**config.mk**
```make
export PLATFORM = sky130hd
export DESIGN_NAME = tcpc_corner_check
export DESIGN_NICKNAME = d
export VERILOG_FILES = /design/src/rtl/assert_macros.svh /design/src/rtl/tcpc_pkg.sv /design/src/rtl/tcpc_corner_check.sv
export SDC_FILE = /design/constraint.sdc
export NUM_CORES = 1
export LEC_CHECK = 0
export ABC_AREA = 0
export BUFFER_PORTS_ARGS = -buffer_cell sky130_fd_sc_hd__buf_2
export CORE_ASPECT_RATIO = 0.8
export CORE_MARGIN = 5
export CORE_UTILIZATION = 50
export DETAILED_ROUTE_END_ITERATION = 10
export PLACE_DENSITY = 0.73
export SETUP_SLACK_MARGIN = 0.4
export SLEW_MARGIN = 25
export SYNTH_ARGS = -nofsm -noshare
export SYNTH_HDL_FRONTEND = slang
export SYNTH_SLANG_ARGS = --single-unit
```
**constraint.sdc**
```tcl
create_clock -name vclk -period 10.32
set_input_delay 1.548 -clock vclk [all_inputs]
set_output_delay 1.548 -clock vclk [all_outputs]
set_load 0.03 [all_outputs]
```
**src/rtl/assert_macros.svh**
```systemverilog
// Assertion macros used by the top-level RTL file.
`ifndef ASSERT_MACROS_SVH
`define ASSERT_MACROS_SVH

// Same-cycle implication, checked while out of reset.
`define ASSERT_IMP(name, ante, cons, msg) \
    name: assert property (@(posedge aclk) disable iff (!aresetn) (ante) |-> (cons)) \
        else $error(msg);

// Next-cycle implication, checked while out of reset.
`define ASSERT_NEXT(name, ante, cons, msg) \
    name: assert property (@(posedge aclk) disable iff (!aresetn) (ante) |=> (cons)) \
        else $error(msg);

`endif

```
**src/rtl/tcpc_pkg.sv**
```systemverilog
// Shared constants and types for the corner-pixel cleanup block.
`timescale 1ns / 1ps
`default_nettype none

package tcpc_pkg;

    localparam int unsigned CFG_INDEX_W  = 8;
    localparam int unsigned CFG_DATA_W   = 11;
    localparam int unsigned ROW_OUT_W    = 10;
    localparam int unsigned COL_OUT_W    = 10;
    localparam int unsigned S_TDATA_W    = 8;
    localparam int unsigned M_TDATA_W    = 24;
    localparam int unsigned M_TDATA_PAD  = M_TDATA_W - 1 - ROW_OUT_W - COL_OUT_W;
    localparam int unsigned WIN_DIM      = 5;
    localparam int unsigned WIN_BITS     = WIN_DIM * WIN_DIM;
    localparam int unsigned WIN_CENTER   = (WIN_BITS - 1) / 2;
    localparam int unsigned LINE_SLOTS   = 5;
    localparam int unsigned SLOT_W       = 3;
    localparam int unsigned MIN_DIM      = 5;
    localparam int unsigned WIDTH_RESET  = 640;
    localparam int unsigned HEIGHT_RESET = 480;

    typedef logic [CFG_INDEX_W-1:0] cfg_index_t;

    localparam cfg_index_t REG_IMAGE_WIDTH  = CFG_INDEX_W'(0);
    localparam cfg_index_t REG_IMAGE_HEIGHT = CFG_INDEX_W'(1);

    localparam logic OP_PIXEL = 1'b0;
    localparam logic OP_FLUSH = 1'b1;

    // col_ok: column offsets -2, -1, +1, +2 lie inside the image
    typedef struct packed {
        logic [3:0] col_ok;
        logic       interior;
        logic       last;
    } geom_t;

endpackage

`default_nettype wire

```
**src/rtl/tcpc_corner_check.sv**
```systemverilog
// Window edge masking and the corner-pixel clear test for the center pixel.
`timescale 1ns / 1ps
`default_nettype none

module tcpc_corner_check (
    input  wire logic [tcpc_pkg::WIN_BITS-1:0] window,
    input  wire tcpc_pkg::geom_t               geom,
    output logic                               pixel
);
    import tcpc_pkg::*;

    logic [WIN_BITS-1:0] win;
    logic [3:0]          nb_cnt [9];
    logic [3:0]          threes;
    logic [3:0]          fours;
    logic                clear;

    always_comb begin
        win = window;
        for (int k = 0; k < WIN_DIM; k++) begin
            win[k*WIN_DIM + 0] = window[k*WIN_DIM + 0] & geom.col_ok[0];
            win[k*WIN_DIM + 1] = window[k*WIN_DIM + 1] & geom.col_ok[1];
            win[k*WIN_DIM + 3] = window[k*WIN_DIM + 3] & geom.col_ok[2];
            win[k*WIN_DIM + 4] = window[k*WIN_DIM + 4] & geom.col_ok[3];
        end
    end

    // neighbour counts of the center and its eight neighbours
    always_comb begin
        for (int r = 0; r < 3; r++) begin
            for (int c = 0; c < 3; c++) begin
                nb_cnt[r*3 + c] = '0;
                for (int a = 0; a < 3; a++) begin
                    for (int b = 0; b < 3; b++) begin
                        if (a != 1 || b != 1) begin
                            nb_cnt[r*3 + c] = nb_cnt[r*3 + c]
                                            + 4'(win[(r + a)*WIN_DIM + (c + b)]);
                        end
                    end
                end
            end
        end
    end

    always_comb begin
        threes = '0;
        fours  = '0;
        for (int r = 0; r < 3; r++) begin
            for (int c = 0; c < 3; c++) begin
                if ((r != 1 || c != 1) && win[(r + 1)*WIN_DIM + (c + 1)]) begin
                    if (nb_cnt[r*3 + c] == 4'd3) begin
                        threes = threes + 4'd1;
                    end else if (nb_cnt[r*3 + c] == 4'd4) begin
                        fours = fours + 4'd1;
                    end
                end
            end
        end
        clear = win[WIN_CENTER] && (nb_cnt[4] == 4'd3) && (threes == 4'd2)
                && (fours == 4'd1);
        pixel = win[WIN_CENTER] & ~(geom.interior & clear);
    end

endmodule

`default_nettype wire

```
Yosys cells after proc, flatten, opt, wreduce, memory -nomap -nowiden
Index checks and enable logic that the tools add are counted.
Cells by class
  add/sub/neg operators: 77
  equal/unequal tests: 19
  multiplexer cells: 40
  bitwise logic cells: 23
  reduce and logical (&&, ||, !) cells: 3
Operators with widths (number)
  $mux 4: 38
  $add 4x1->4: 36
  $add 4x1->4 const B: 14
  $eq 4x2->1 const B: 10
  $add 3x1->4: 9
  $eq 4x3->1 const B: 8
  $add 2x1->3: 9
  $and 1x1->1: 22
  $add 1x1->2: 9
  $eq 4x1->1 const B: 1
  $logic_and 1x1->1: 3
  $mux 1: 2
  $not 1->1: 1
Storage, ports and cells
  register bits: 0
  bits of input ports: 31
  output and inout bits: 1

Logic depth before layout (Yosys ltp)
Gate-level depths: netlist (run 1).
  word-level depth: 45
  mapped depth: 35
  mapped depth without buffers: 35

Worst setup path after synthesis (run 1)
OpenSTA, ideal clock, no wires.
  path type: input to output
  start point: input geom[4] (netlist name)
  end point: output pixel
  arrival time: 9.026 ns
  setup slack: -0.254 ns
  stages on the path: 32
  path through: and2_1 -> fa_1 -> inv_1 -> fa_1 -> fa_1 -> inv_1 -> ha_1 -> inv_1 -> fa_1 -> nor2b_1 -> inv_1 -> o311ai_1 -> mux2i_2 -> inv_1 -> ha_1 -> mux2_2 -> ha_1 -> mux2i_1 -> inv_1 -> ha_1 -> nand2_1 -> o21ai_0 -> ha_1 -> a21oi_1 -> o31ai_1 -> ha_1 -> mux2_2 -> ha_1 -> nor4_1 -> a311oi_1 -> a2111oi_2 -> a31oi_1
On the way
  word-level cells in the longest chain between the ends: 40
  elaborated cells on any way between the ends: 110
Ends and longest elaborated chain
  start, declared: RTL line tcpc_corner_check.sv:7  | input wire tcpc_pkg::geom_t geom,
  $and 1x1->1: RTL line tcpc_corner_check.sv:23  | win[k*WIN_DIM + 3] = window[k*WIN_DIM + 3] & geom.col_ok[2];
  $add 2x1->3: RTL line tcpc_corner_check.sv:37  | + 4'(win[(r + a)*WIN_DIM + (c + b)]);
  $add 3x1->4: RTL line tcpc_corner_check.sv:37
  $add 4x1->4 (4 in a row): RTL line tcpc_corner_check.sv:37
  $eq 4x3->1: RTL line tcpc_corner_check.sv:53  | end else if (nb_cnt[r*3 + c] == 4'd4) begin
  $mux 4: RTL line tcpc_corner_check.sv:53
  $mux 4: RTL line tcpc_corner_check.sv:51  | if (nb_cnt[r*3 + c] == 4'd3) begin
  $mux 4: RTL line tcpc_corner_check.sv:50  | if ((r != 1 || c != 1) && win[(r + 1)*WIN_DIM + (c + 1)]) begin
  (+21 left out)
  $mux 4: RTL line tcpc_corner_check.sv:53
  $mux 4: RTL line tcpc_corner_check.sv:51
  $mux 4: RTL line tcpc_corner_check.sv:50
  $eq 4x1->1: RTL line tcpc_corner_check.sv:60  | && (fours == 4'd1);
  $logic_and 1x1->1 *: RTL line tcpc_corner_check.sv:60
  $and 1x1->1 *: RTL line tcpc_corner_check.sv:61  | pixel = win[WIN_CENTER] & ~(geom.interior & clear);
  $not 1->1 *: RTL line tcpc_corner_check.sv:61
  $and 1x1->1 *: RTL line tcpc_corner_check.sv:61
  end, declared: RTL line tcpc_corner_check.sv:8  | output logic pixel
Every way passes the cells marked *; elsewhere a longest branch is shown, timed or not.

Worst setup path after layout (run 1)
  start point: input window[3] (netlist name)
  end point: output pixel
On the way
  word-level cells in the longest chain between the ends: 40
  elaborated cells on any way between the ends: 72
Ends and longest elaborated chain
  start, declared: RTL line tcpc_corner_check.sv:6  | input wire logic [tcpc_pkg::WIN_BITS-1:0] window,
  $and 1x1->1 *: RTL line tcpc_corner_check.sv:23
  $add 2x1->3: RTL line tcpc_corner_check.sv:37
  $add 3x1->4: RTL line tcpc_corner_check.sv:37
  $add 4x1->4 (4 in a row): RTL line tcpc_corner_check.sv:37
  $eq 4x3->1: RTL line tcpc_corner_check.sv:53
  $mux 4: RTL line tcpc_corner_check.sv:53
  $mux 4: RTL line tcpc_corner_check.sv:51
  $mux 4: RTL line tcpc_corner_check.sv:50
  (+21 left out)
  $mux 4: RTL line tcpc_corner_check.sv:53
  $mux 4: RTL line tcpc_corner_check.sv:51
  $mux 4: RTL line tcpc_corner_check.sv:50
  $eq 4x1->1: RTL line tcpc_corner_check.sv:60
  $logic_and 1x1->1 *: RTL line tcpc_corner_check.sv:60
  $and 1x1->1 *: RTL line tcpc_corner_check.sv:61
  $not 1->1 *: RTL line tcpc_corner_check.sv:61
  $and 1x1->1 *: RTL line tcpc_corner_check.sv:61
Marks and branches as above.

==> metrics.md, run 1 <==
| Metric | Value |
|---|---|
| Total chip power | 0.348 mW |
| Vias | between 2000 and 2500 |
| Critical Path RT | 8.77 ns |
| DRT Wirelength | between 6 and 7 mm |
| Failing checks | negative setup slack |
| Final ANT Viol Nets | 0 |
| Largest net degree at the start of global routing | 9 |
| LEAKAGE | 1.91 nW |
| Vias per inst | between 5 and 6 |
| WS Path Type | input port to output port |
| Initial drt markers | 86 |
| Finished Cell Area | about 3700 sq um |
| Internal power | between 0.15 and 0.2 mW |
| Core footprint | 5500 sq um |
| Crit start category | input port |
| Starting Density | 52.0% |
| Syn Area/Cell | 8.91 sq um |
| Status | complete, but fails checks |
| # rows | 24 |
| FILL cells | approximately 460 |
| Comb power frac | 100.0% |
| Crit-path slowest cell | fa_2 |
| CP peak stage delay | a little under 0.6 ns |
| Tcrit/Tclk final | 101% |
| Hold depth | 5 |
| Crit end category | output port |
| GRT Residual Overflow | 0 |
| Syn Nets | 429 |
| Initial antenna violation count | 0 |
| Beginning of the worst hold path | window[12] |
| Area delta synth->final | 28.2% |
| Hold endpoint | pixel |
| # diodes | 0 |
| CP most frequent cell | ha_4 |
| Setup slack at placement | -0.133 ns |
| Setup-failing EPs final | 1 |
| Worst min-delay path class | input port to output port |
| Yosys warns | 0 |
| Placer Congestion | slightly above 0.8 |
| Seq/Total Area, Yosys | 0% |
| Max_cap viols | 0 |
| Wire length of the first global-routing pass | 10.5 mm |
| Die area | 7340 sq um |
| DRC viols | 0 |
| Hpwl dp | 5.45 mm |
| Storage cell area | 0 sq um |
| Net Sw Frac | 54.0% |
| Reg power frac | 0% |
| Post-synth cell types | between 40 and 50 |
| RSZ-0062 raised after global routing | true |
| Most common cell after layout, fill and taps aside | inv_1 |
| Max VDD drop | 0.0450 mV |
| Slew headroom | 32.0% |
| P_sw | 0.188 mW |
| Gate Count Post-Synth | about 320 |
| WL/cell | 13.5 microns |
| Share of layout cells above drive strength 1 | 31.9% |
| Drt pass-1 iters | 4 |
| Sequential cells | 0 |
| CLK BUF | 0 |
| Most frequent cells in the layout | inv_1, nand2_1, fa_1, ha_1, buf_4 |
| # IOs | 32 |
| Die X | 94.5 microns |
| Power density over the cells | 94.9 nW/um^2 |
| All-layer global routing usage | 17.4% |
| Final hold vios | 0 |
| Max Fclk | 95.9 MHz |
| Port buffer count | 31 |
| Critical path arrival | roughly 8.9 ns |
| Final Max Tran Viols | 0 |
| Post-Synthesis Cell Area | 2860 sq um |
| TNS Setup | -0.103 ns |
| Proportion of power drawn by the clock network | 0% |
| Area after DPL | about 3500 sq um |
| Worst-margin pin slew | 1.01 ns |
| Vias in the first global route | about 2300 |
| Final critical-path required period | between 10 and 15 ns |
| Nets | 496 |
| Worst-path maximum fanout | 2 |
| Die Ht | 77.6 microns |
| Final worst slack | -0.103 ns |
==> area by class of cell <==
| type | count | area, sq um | area share (%) |
|---|---|---|---|
| Multi-Input combinational cell | 260 | 2900 | 79.0 |
| Inverter | 60 | 225 | 6.15 |
| Tap cell | 78 | 97.6 | 2.66 |
| Timing Repair Buffer | 66 | 447 | 12.2 |
==> layer usage <==
layer | global-route usage [%] | vias to the layer above | part of all wire, %
met3 | 0.0967 | 2 | 2.2
met1 | 26.6 | 1140 | 50
met2 | 29.1 | 37 | 48
met5 | 0 | - | 0
li1 | - | 1212 | -
met4 | 0.720 | 0 | 0.41
==> logic make-up after synthesis <==
group                      count (synthesis)  synth area share (%)
and+or+nand+nor                           92                  15.6
AOI/OAI and AO/OA                         44                  14.8
muxes                                      6                  2.41
xor gates and xnor gates                  41                  16.1
buffers and inverters                     61                  8.01
adders and majority gates                 77                  43.2
==> critical path, delay by kind of cell <==
| family | cells | cell delay [ns] |
|---|---|---|
| adders and majority gates | 12 | 3.93 |
| AOI/OAI and AO/OA | 7 | 1.29 |
| muxes | 3 | 0.70 |
| and+or+nand+nor | 6 | 0.60 |
| buffers and inverters | 7 | 0.52 |
| xor gates and xnor gates | 2 | 0.24 |
==> stage by stage <==
stage          utilization (%)  hold WS (ns)  instances
2_1_floorplan                -          3.29        321
3_3_place_gp              63.2          3.78        459
3_5_place_dp              63.2          3.78        459
4_1_cts                   64.0          3.75        459
5_1_grt                   66.7          3.78        464
6_report                  66.7          3.74        464
==> worst max path at each step <==
| stage | cells past startpoint | end | slack (ns) | startpoint |
|---|---|---|---|---|
| after floorplan | 34 | pixel | 0.20 | geom[4] |
| after global placement | 37 | pixel | -0.09 | window[2] |
| after detailed placement | 37 | pixel | -0.13 | window[2] |
| after CTS | 37 | pixel | -0.01 | window[2] |
| after global routing | 37 | pixel | -0.38 | window[3] |
| final | 37 | pixel | -0.10 | window[3] |
==> power groups by stage <==
stage / sequential [mW] / clock, mW / combinational (mW)
after global routing: 0 / 0 / 0.395
after floorplan: 0 / 0 / 0.245
after global placement: 0 / 0 / 0.313
after CTS: 0 / 0 / 0.336
after detailed placement: 0 / 0 / 0.325
final: 0 / 0 / 0.348
==> synthesized netlist by cell type, types with 4 or more instances <==
master     count  share of area, %
inv_1         60               7.9
ha_1          41                18
nand2_1       41               5.4
fa_1          36                25
xnor2_1       23               7.0
nor2_1        14               1.8
a21oi_1       10               1.8
xor2_1        10               3.1
a21o_1         9               2.4
and2_1         6               1.3
nand3_1        6               1.1
a2111oi_2      5               2.6
and4_1         5               1.5
a2111oi_4      4               3.9
and3_1         4              0.88
mux2_2         4               1.6
nor2b_1        4              0.88
o21ai_0        4              0.70
or2_2          4              0.88
xnor3_1        4               3.2
==> what timing repair did <==
item | 4_1_cts | 5_1_grt
pin swaps | 3 | 23
gates resized for setup | 10 | 24
setup buffers | 0 | 5
endpoints found under the hold margin | 0 | 0
hold buffers | 0 | 0
setup endpoints to repair | 1 | 1
Note: power is estimated with default switching activity, not from simulation.
==> run 2: changes to the inputs <==
--- a/config.mk
+++ b/config.mk
@@ -11,7 +11,7 @@
 export CORE_MARGIN = 5
 export CORE_UTILIZATION = 50
 export DETAILED_ROUTE_END_ITERATION = 10
-export PLACE_DENSITY = 0.73
+export PLACE_DENSITY = 0.78
 export SETUP_SLACK_MARGIN = 0.4
 export SLEW_MARGIN = 25
 export SYNTH_ARGS = -nofsm -noshare
==> run 2 against run 1 <==
Effect of this change:
- the run now ends clean
- cell area increased by 1.5%
- setup slack improved by 0.27 ns
- first-iteration DRC count decreased by 12%
- critical path depth unchanged
- via count increased by 0.17%
- core utilization increased by 1.0 points
- routed wire length increased by 6.9%
- fmax increased by 2.7%
- critical endpoint unchanged
- largest cell class unchanged
==> metrics.md, run 2 (same netlist as run 1, synthesis figures left out) <==
| Metric | Value |
|---|---|
| Wire length of the first global-routing pass | 11.6 mm (+10%) |
| Crit end category | output port |
| Status | completed |
| Max Fclk | 98.5 MHz (+2.7%) |
| Power density over the cells | 98.3 nW/um^2 (+3.5%) |
| Area delta synth->final | 30.2% |
| Beginning of the worst hold path | window[12] |
| Port buffer count | 31 (unchanged) |
| # rows | 24 (unchanged) |
| Initial antenna violation count | 0 (unchanged) |
| Most frequent cells in the layout | inv_1, nand2_1, buf_4 |
| Vias | 2395 (+0.17%) |
| Worst-path maximum fanout | 3 (+1) |
| Final critical-path required period | 10.15 ns (-0.269 ns) |
| Setup slack at placement | -0.258 ns (-0.125 ns) |
| Crit-path slowest cell | fa_1 |
| Crit path from | window[2] |
| TNS Setup | 0 ns (+0.103 ns) |
| Setup-failing EPs final | 0 (-1) |
| WS Path Type | input port to output port |
| WL/cell | 14.4 microns (+6.9%) |
| Hold depth | 5 (unchanged) |
| Final ANT Viol Nets | 0 (unchanged) |
| RSZ-0062 raised after global routing | true |
| Vias in the first global route | 2580 (+12%) |
| # diodes | 0 (unchanged) |
| Share of layout cells above drive strength 1 | 35.0% (+3.1 points) |
| Final hold vios | 0 (unchanged) |
| GRT Residual Overflow | 0 (unchanged) |
| Sequential cells | 0 (unchanged) |
| CLK BUF | 0 (unchanged) |
| Starting Density | 52.0% (unchanged) |
| All-layer global routing usage | 19.2% (+1.8 points) |
| Critical Path RT | 8.77 ns (about the same) |
| Hpwl dp | 5.72 mm (+4.9%) |
| Slew headroom | 30.5% (-1.5 points) |
| DRT Wirelength | 6.70 mm (+6.9%) |
| Tcrit/Tclk final | 98.4% (-2.6 points) |
| Hold bufs inserted after CTS | 0 (unchanged) |
| Area after DPL | 3430 sq um (-1.3%) |
| # IOs | 32 (unchanged) |
| Total chip power | 0.366 mW (+5.1%) |
| Critical path arrival | 8.61 ns (-0.27 ns) |
| Worst-margin pin slew | 1.03 ns (+0.0230 ns) |
| Largest net degree at the start of global routing | 9 (unchanged) |
| Finished Cell Area | 3720 sq um (+1.5%) |
| Nets | 496 (unchanged) |
| Die Ht | 77.6 microns (unchanged) |
| Die X | 94.5 microns (unchanged) |
| Final Max Tran Viols | 0 (unchanged) |
| Storage cell area | 0 sq um (unchanged) |
| Placer Congestion | 0.857 (+3.6%) |
| Worst min-delay path class | input port to output port |
| Core footprint | 5500 sq um (unchanged) |
| Die area | 7340 sq um (unchanged) |
| Max_cap viols | 0 (unchanged) |
| Most common cell after layout, fill and taps aside | inv_1 |
| Final worst slack | 0.166 ns (+0.269 ns) |
| DRC viols | 0 (unchanged) |
| Max VDD drop | 0.0500 mV (+11%) |
| CP most frequent cell | ha_4 |
| Drt pass-1 iters | 4 (unchanged) |
| LEAKAGE | 1.91 nW (+0.23%) |
| Util after Layout | 67.7% (+1.0 points) |
| Initial drt markers | 76 (-12%) |
| Vias per inst | 5.16 (+0.17%) |
| CP peak stage delay | 0.52 ns (-0.07 ns) |
| Crit start category | input port |
## run 2: cell counts in the layout (fill, tap and decap cells not counted)
No cell type changed its count.
## run 2: power by group
group          total [mW]  switching [mW]  internal (mW)
combinational       0.366           0.199          0.167
clock                   0               0              0
sequential              0               0              0
## run 2: final cells by class
type / instances / area, sq um
fill: 427 / 1770
inverter: 60 / 225
multi-input combinational: 260 / 2960
tap: 78 / 97.6
timing repair buffer: 66 / 443
## run 2: worst paths after layout
path | slack [ns] | to
max | 0.17 | pixel
min | 3.74 | pixel
## run 2: routing by layer
layer,vias to the layer above,track usage [%],part of all wire [%]
li1,1203,-,-
met1,1151,26.1,44
met2,35,35.1,50
met3,6,0.774,4.5
met4,0,1.44,0.84
met5,-,0,0
## run 2: through the flow
stage               instances  hold WS [ns]
finish                    464          3.74
CTS                       463          3.74
floorplan                 321          3.29
global route              464          3.79
detailed placement        453          3.77
global placement          453          3.78
## run 2: timing repair
item                       CTS  global route
setup endpoints to repair    1             1
resized for setup           34            19
pin swaps                   29            35
setup buffers               10             1
## run 2: critical path: cells and delay by family
family | cells | cell delay [ns]
xor+xnor | 2 | 0.28
fa+ha+maj | 12 | 3.78
buf+inv | 7 | 0.51
mux | 3 | 0.71
simple gates | 7 | 0.81
compound gates | 6 | 0.96
==> run 3: changes to the inputs <==
--- a/config.mk
+++ b/config.mk
@@ -11,7 +11,7 @@
 export CORE_MARGIN = 5
 export CORE_UTILIZATION = 50
 export DETAILED_ROUTE_END_ITERATION = 10
-export PLACE_DENSITY = 0.78
+export PLACE_DENSITY_LB_ADDON = 0.25
 export SETUP_SLACK_MARGIN = 0.4
 export SLEW_MARGIN = 25
 export SYNTH_ARGS = -nofsm -noshare
==> constraint.sdc (replaced) <==
create_clock -name vclk -period 12.95
set_input_delay 1.9425 -clock vclk [all_inputs]
set_output_delay 1.9425 -clock vclk [all_outputs]
set_load 0.03 [all_outputs]
==> run 3 against run 2 <==
Effect of this change:
- first-iteration DRC count is 7.9% lower
- worst hold slack better by 0.75 ns
- critical path depth is 2 lower
- via count is 7.1% lower
- count of clock-buffer cells in the layout stayed put
- core utilization is 11 points lower
- final cell count is 7.3% lower
- critical path type unchanged
- routed wire length is 13% lower
==> metrics.md, run 3 (same netlist as run 1, synthesis figures left out) <==
| Metric | Value |
|---|---|
| Status | completed |
| CLK BUF | 0 (unchanged) |
| Area after DPL | 3120 sq um (-9.1%) |
| Placer Congestion | 0.882 (+2.9%) |
| Max Fclk | 83.8 MHz |
| Final hold vios | 0 (unchanged) |
| Setup-failing EPs final | 0 (unchanged) |
| Hpwl dp | 5.36 mm (-6.2%) |
| Total chip power | 0.229 mW (-37%) |
| Area delta synth->final | 9.15% |
| FILL cells | 493 (+15%) |
| # rows | 24 (unchanged) |
| Comb power frac | 100.0% (about the same) |
| Met2 Usage GRT | 30.0% (-5.2 points) |
| Worst min-delay path class | input port to output port |
| Initial antenna violation count | 0 (unchanged) |
| Port buffer count | 31 (unchanged) |
| CP most frequent cell | ha_1 |
| Placed insts | 430 (-5.1%) |
| WL/cell | 13.6 microns (-5.9%) |
| Util after Layout | 56.8% (-11 points) |
| Final ANT Viol Nets | 0 (unchanged) |
| Tcrit/Tclk final | 92.2% |
| DRC viols | 0 (unchanged) |
| Largest net degree at the start of global routing | 10 (+1) |
| Max VDD drop | 0.0406 mV (-19%) |
| Hold bufs inserted after CTS | 0 (unchanged) |
| Critical Path RT | 11.01 ns (+2.24 ns) |
| Power density over the cells | 73.4 nW/um^2 (-25%) |
| Multi-input gate area | 2640 sq um (-11%) |
| Finished Cell Area | 3120 sq um (-16%) |
| Internal power | 0.0987 mW (-41%) |
| P_sw | 0.130 mW (-34%) |
| Die X | 94.5 microns (unchanged) |
| Crit path max-delay family | adder cells |
| Most frequent cells in the layout | inv_1, nand2_1, ha_1 |
| M1 GR Usage | 24.4% (-1.8 points) |
| # IOs | 32 (unchanged) |
| Crit start category | input port |
| TNS Setup | 0 ns (unchanged) |
| Setup Buffers After CTS | 0 (-10) |
| Vias in the first global route | 2301 (-11%) |
| Share of layout cells above drive strength 1 | 15.1% (-20 points) |
| Most common cell after layout, fill and taps aside | inv_1 |
| Buf/Inv on CP | 9 (+2) |
| Critical path arrival | 9.99 ns (+1.38 ns) |
| Final worst slack | 1.01 ns (+0.848 ns) |
| Nets | 462 (-6.9%) |
| LEAKAGE | 1.70 nW (-11%) |
| Slew headroom | 34.7% (+4.2 points) |
| # resized after CTS | 0 (-100%) |
| Worst-margin pin slew | 0.974 ns (-0.0593 ns) |
| GR Util met3 | 0.0967% (-0.68 points) |
| Reg power frac | 0% (unchanged) |
| Hold_ws | 4.48 ns (+0.746 ns) |
| GRT Residual Overflow | 0 (unchanged) |
| All-layer global routing usage | 16.9% (-2.3 points) |
| Setup slack at placement | 0.950 ns (+1.21 ns) |
| Die area | 7340 sq um (unchanged) |
| Proportion of power drawn by the clock network | 0% (unchanged) |
| WS Path Type | input port to output port |
| Core footprint | 5500 sq um (unchanged) |
| Sequential cells | 0 (unchanged) |
| Drt pass-1 iters | 4 (unchanged) |
| Final Max Tran Viols | 0 (unchanged) |
| Max_cap viols | 0 (unchanged) |
| Starting Density | 52.0% (unchanged) |
| Initial drt markers | 70 (-7.9%) |
| Vias per inst | 5.17 (+0.20%) |
| Crit end category | output port |
| RSZ-0062 raised after global routing | false |
| Die Ht | 77.6 microns (unchanged) |
| Worst-path maximum fanout | 6 (+3) |
| Storage cell area | 0 sq um (unchanged) |
| Fin cells | 430 (-7.3%) |
| Final critical-path required period | 11.94 ns |
| Net Sw Frac | 56.9% (+2.5 points) |
| Crit-path slowest cell | fa_1 |
| Wire length of the first global-routing pass | 10.3 mm (-11%) |
| Vias | 2224 (-7.1%) |
| # diodes | 0 (unchanged) |
| CP peak stage delay | 0.51 ns (about the same) |
| DRT Wirelength | 5.84 mm (-13%) |
| Grt peak-use layer | met2 |
-- run 3: cell types whose count changed in the layout (fill, tap and decap cells not counted), moves of 4 or more --
cell and delta:
a21oi_2 -5, mux2_2 +4, a21oi_1 +5, nand2_1 +4, inv_1 +9, ha_4 -8, inv_2 -9, ha_1 +10
buf_2 +4, buf_4 -34, mux2_4 -4, buf_6 -4
-- run 3: metal layers --
metal	vias up	share of wire, %
met5	-	0
met4	0	0.68
met3	4	1.8
met2	30	47
met1	1047	50
li1	1143	-
-- run 3: area by class of cell --
| cell class | count | share of cell area (%) |
|---|---|---|
| Multi-Input combinational cell | 260 | 84.4 |
| Inverter | 60 | 7.22 |
| Timing Repair Buffer | 32 | 5.21 |
| Tap cell | 78 | 3.13 |
-- run 3: path summary, 6_finish.rpt --
check,to,cells after the start,from,slack [ns]
setup / recovery,pixel,35,geom[4],1.01
hold / removal,pixel,4,window[12],4.48
-- run 3: power groups by stage --
stage,registers (mW),clock network [mW],logic (mW)
after floorplan,0,0,0.181
after global placement,0,0,0.218
after detailed placement,0,0,0.229
after CTS,0,0,0.230
after global routing,0,0,0.264
final,0,0,0.229
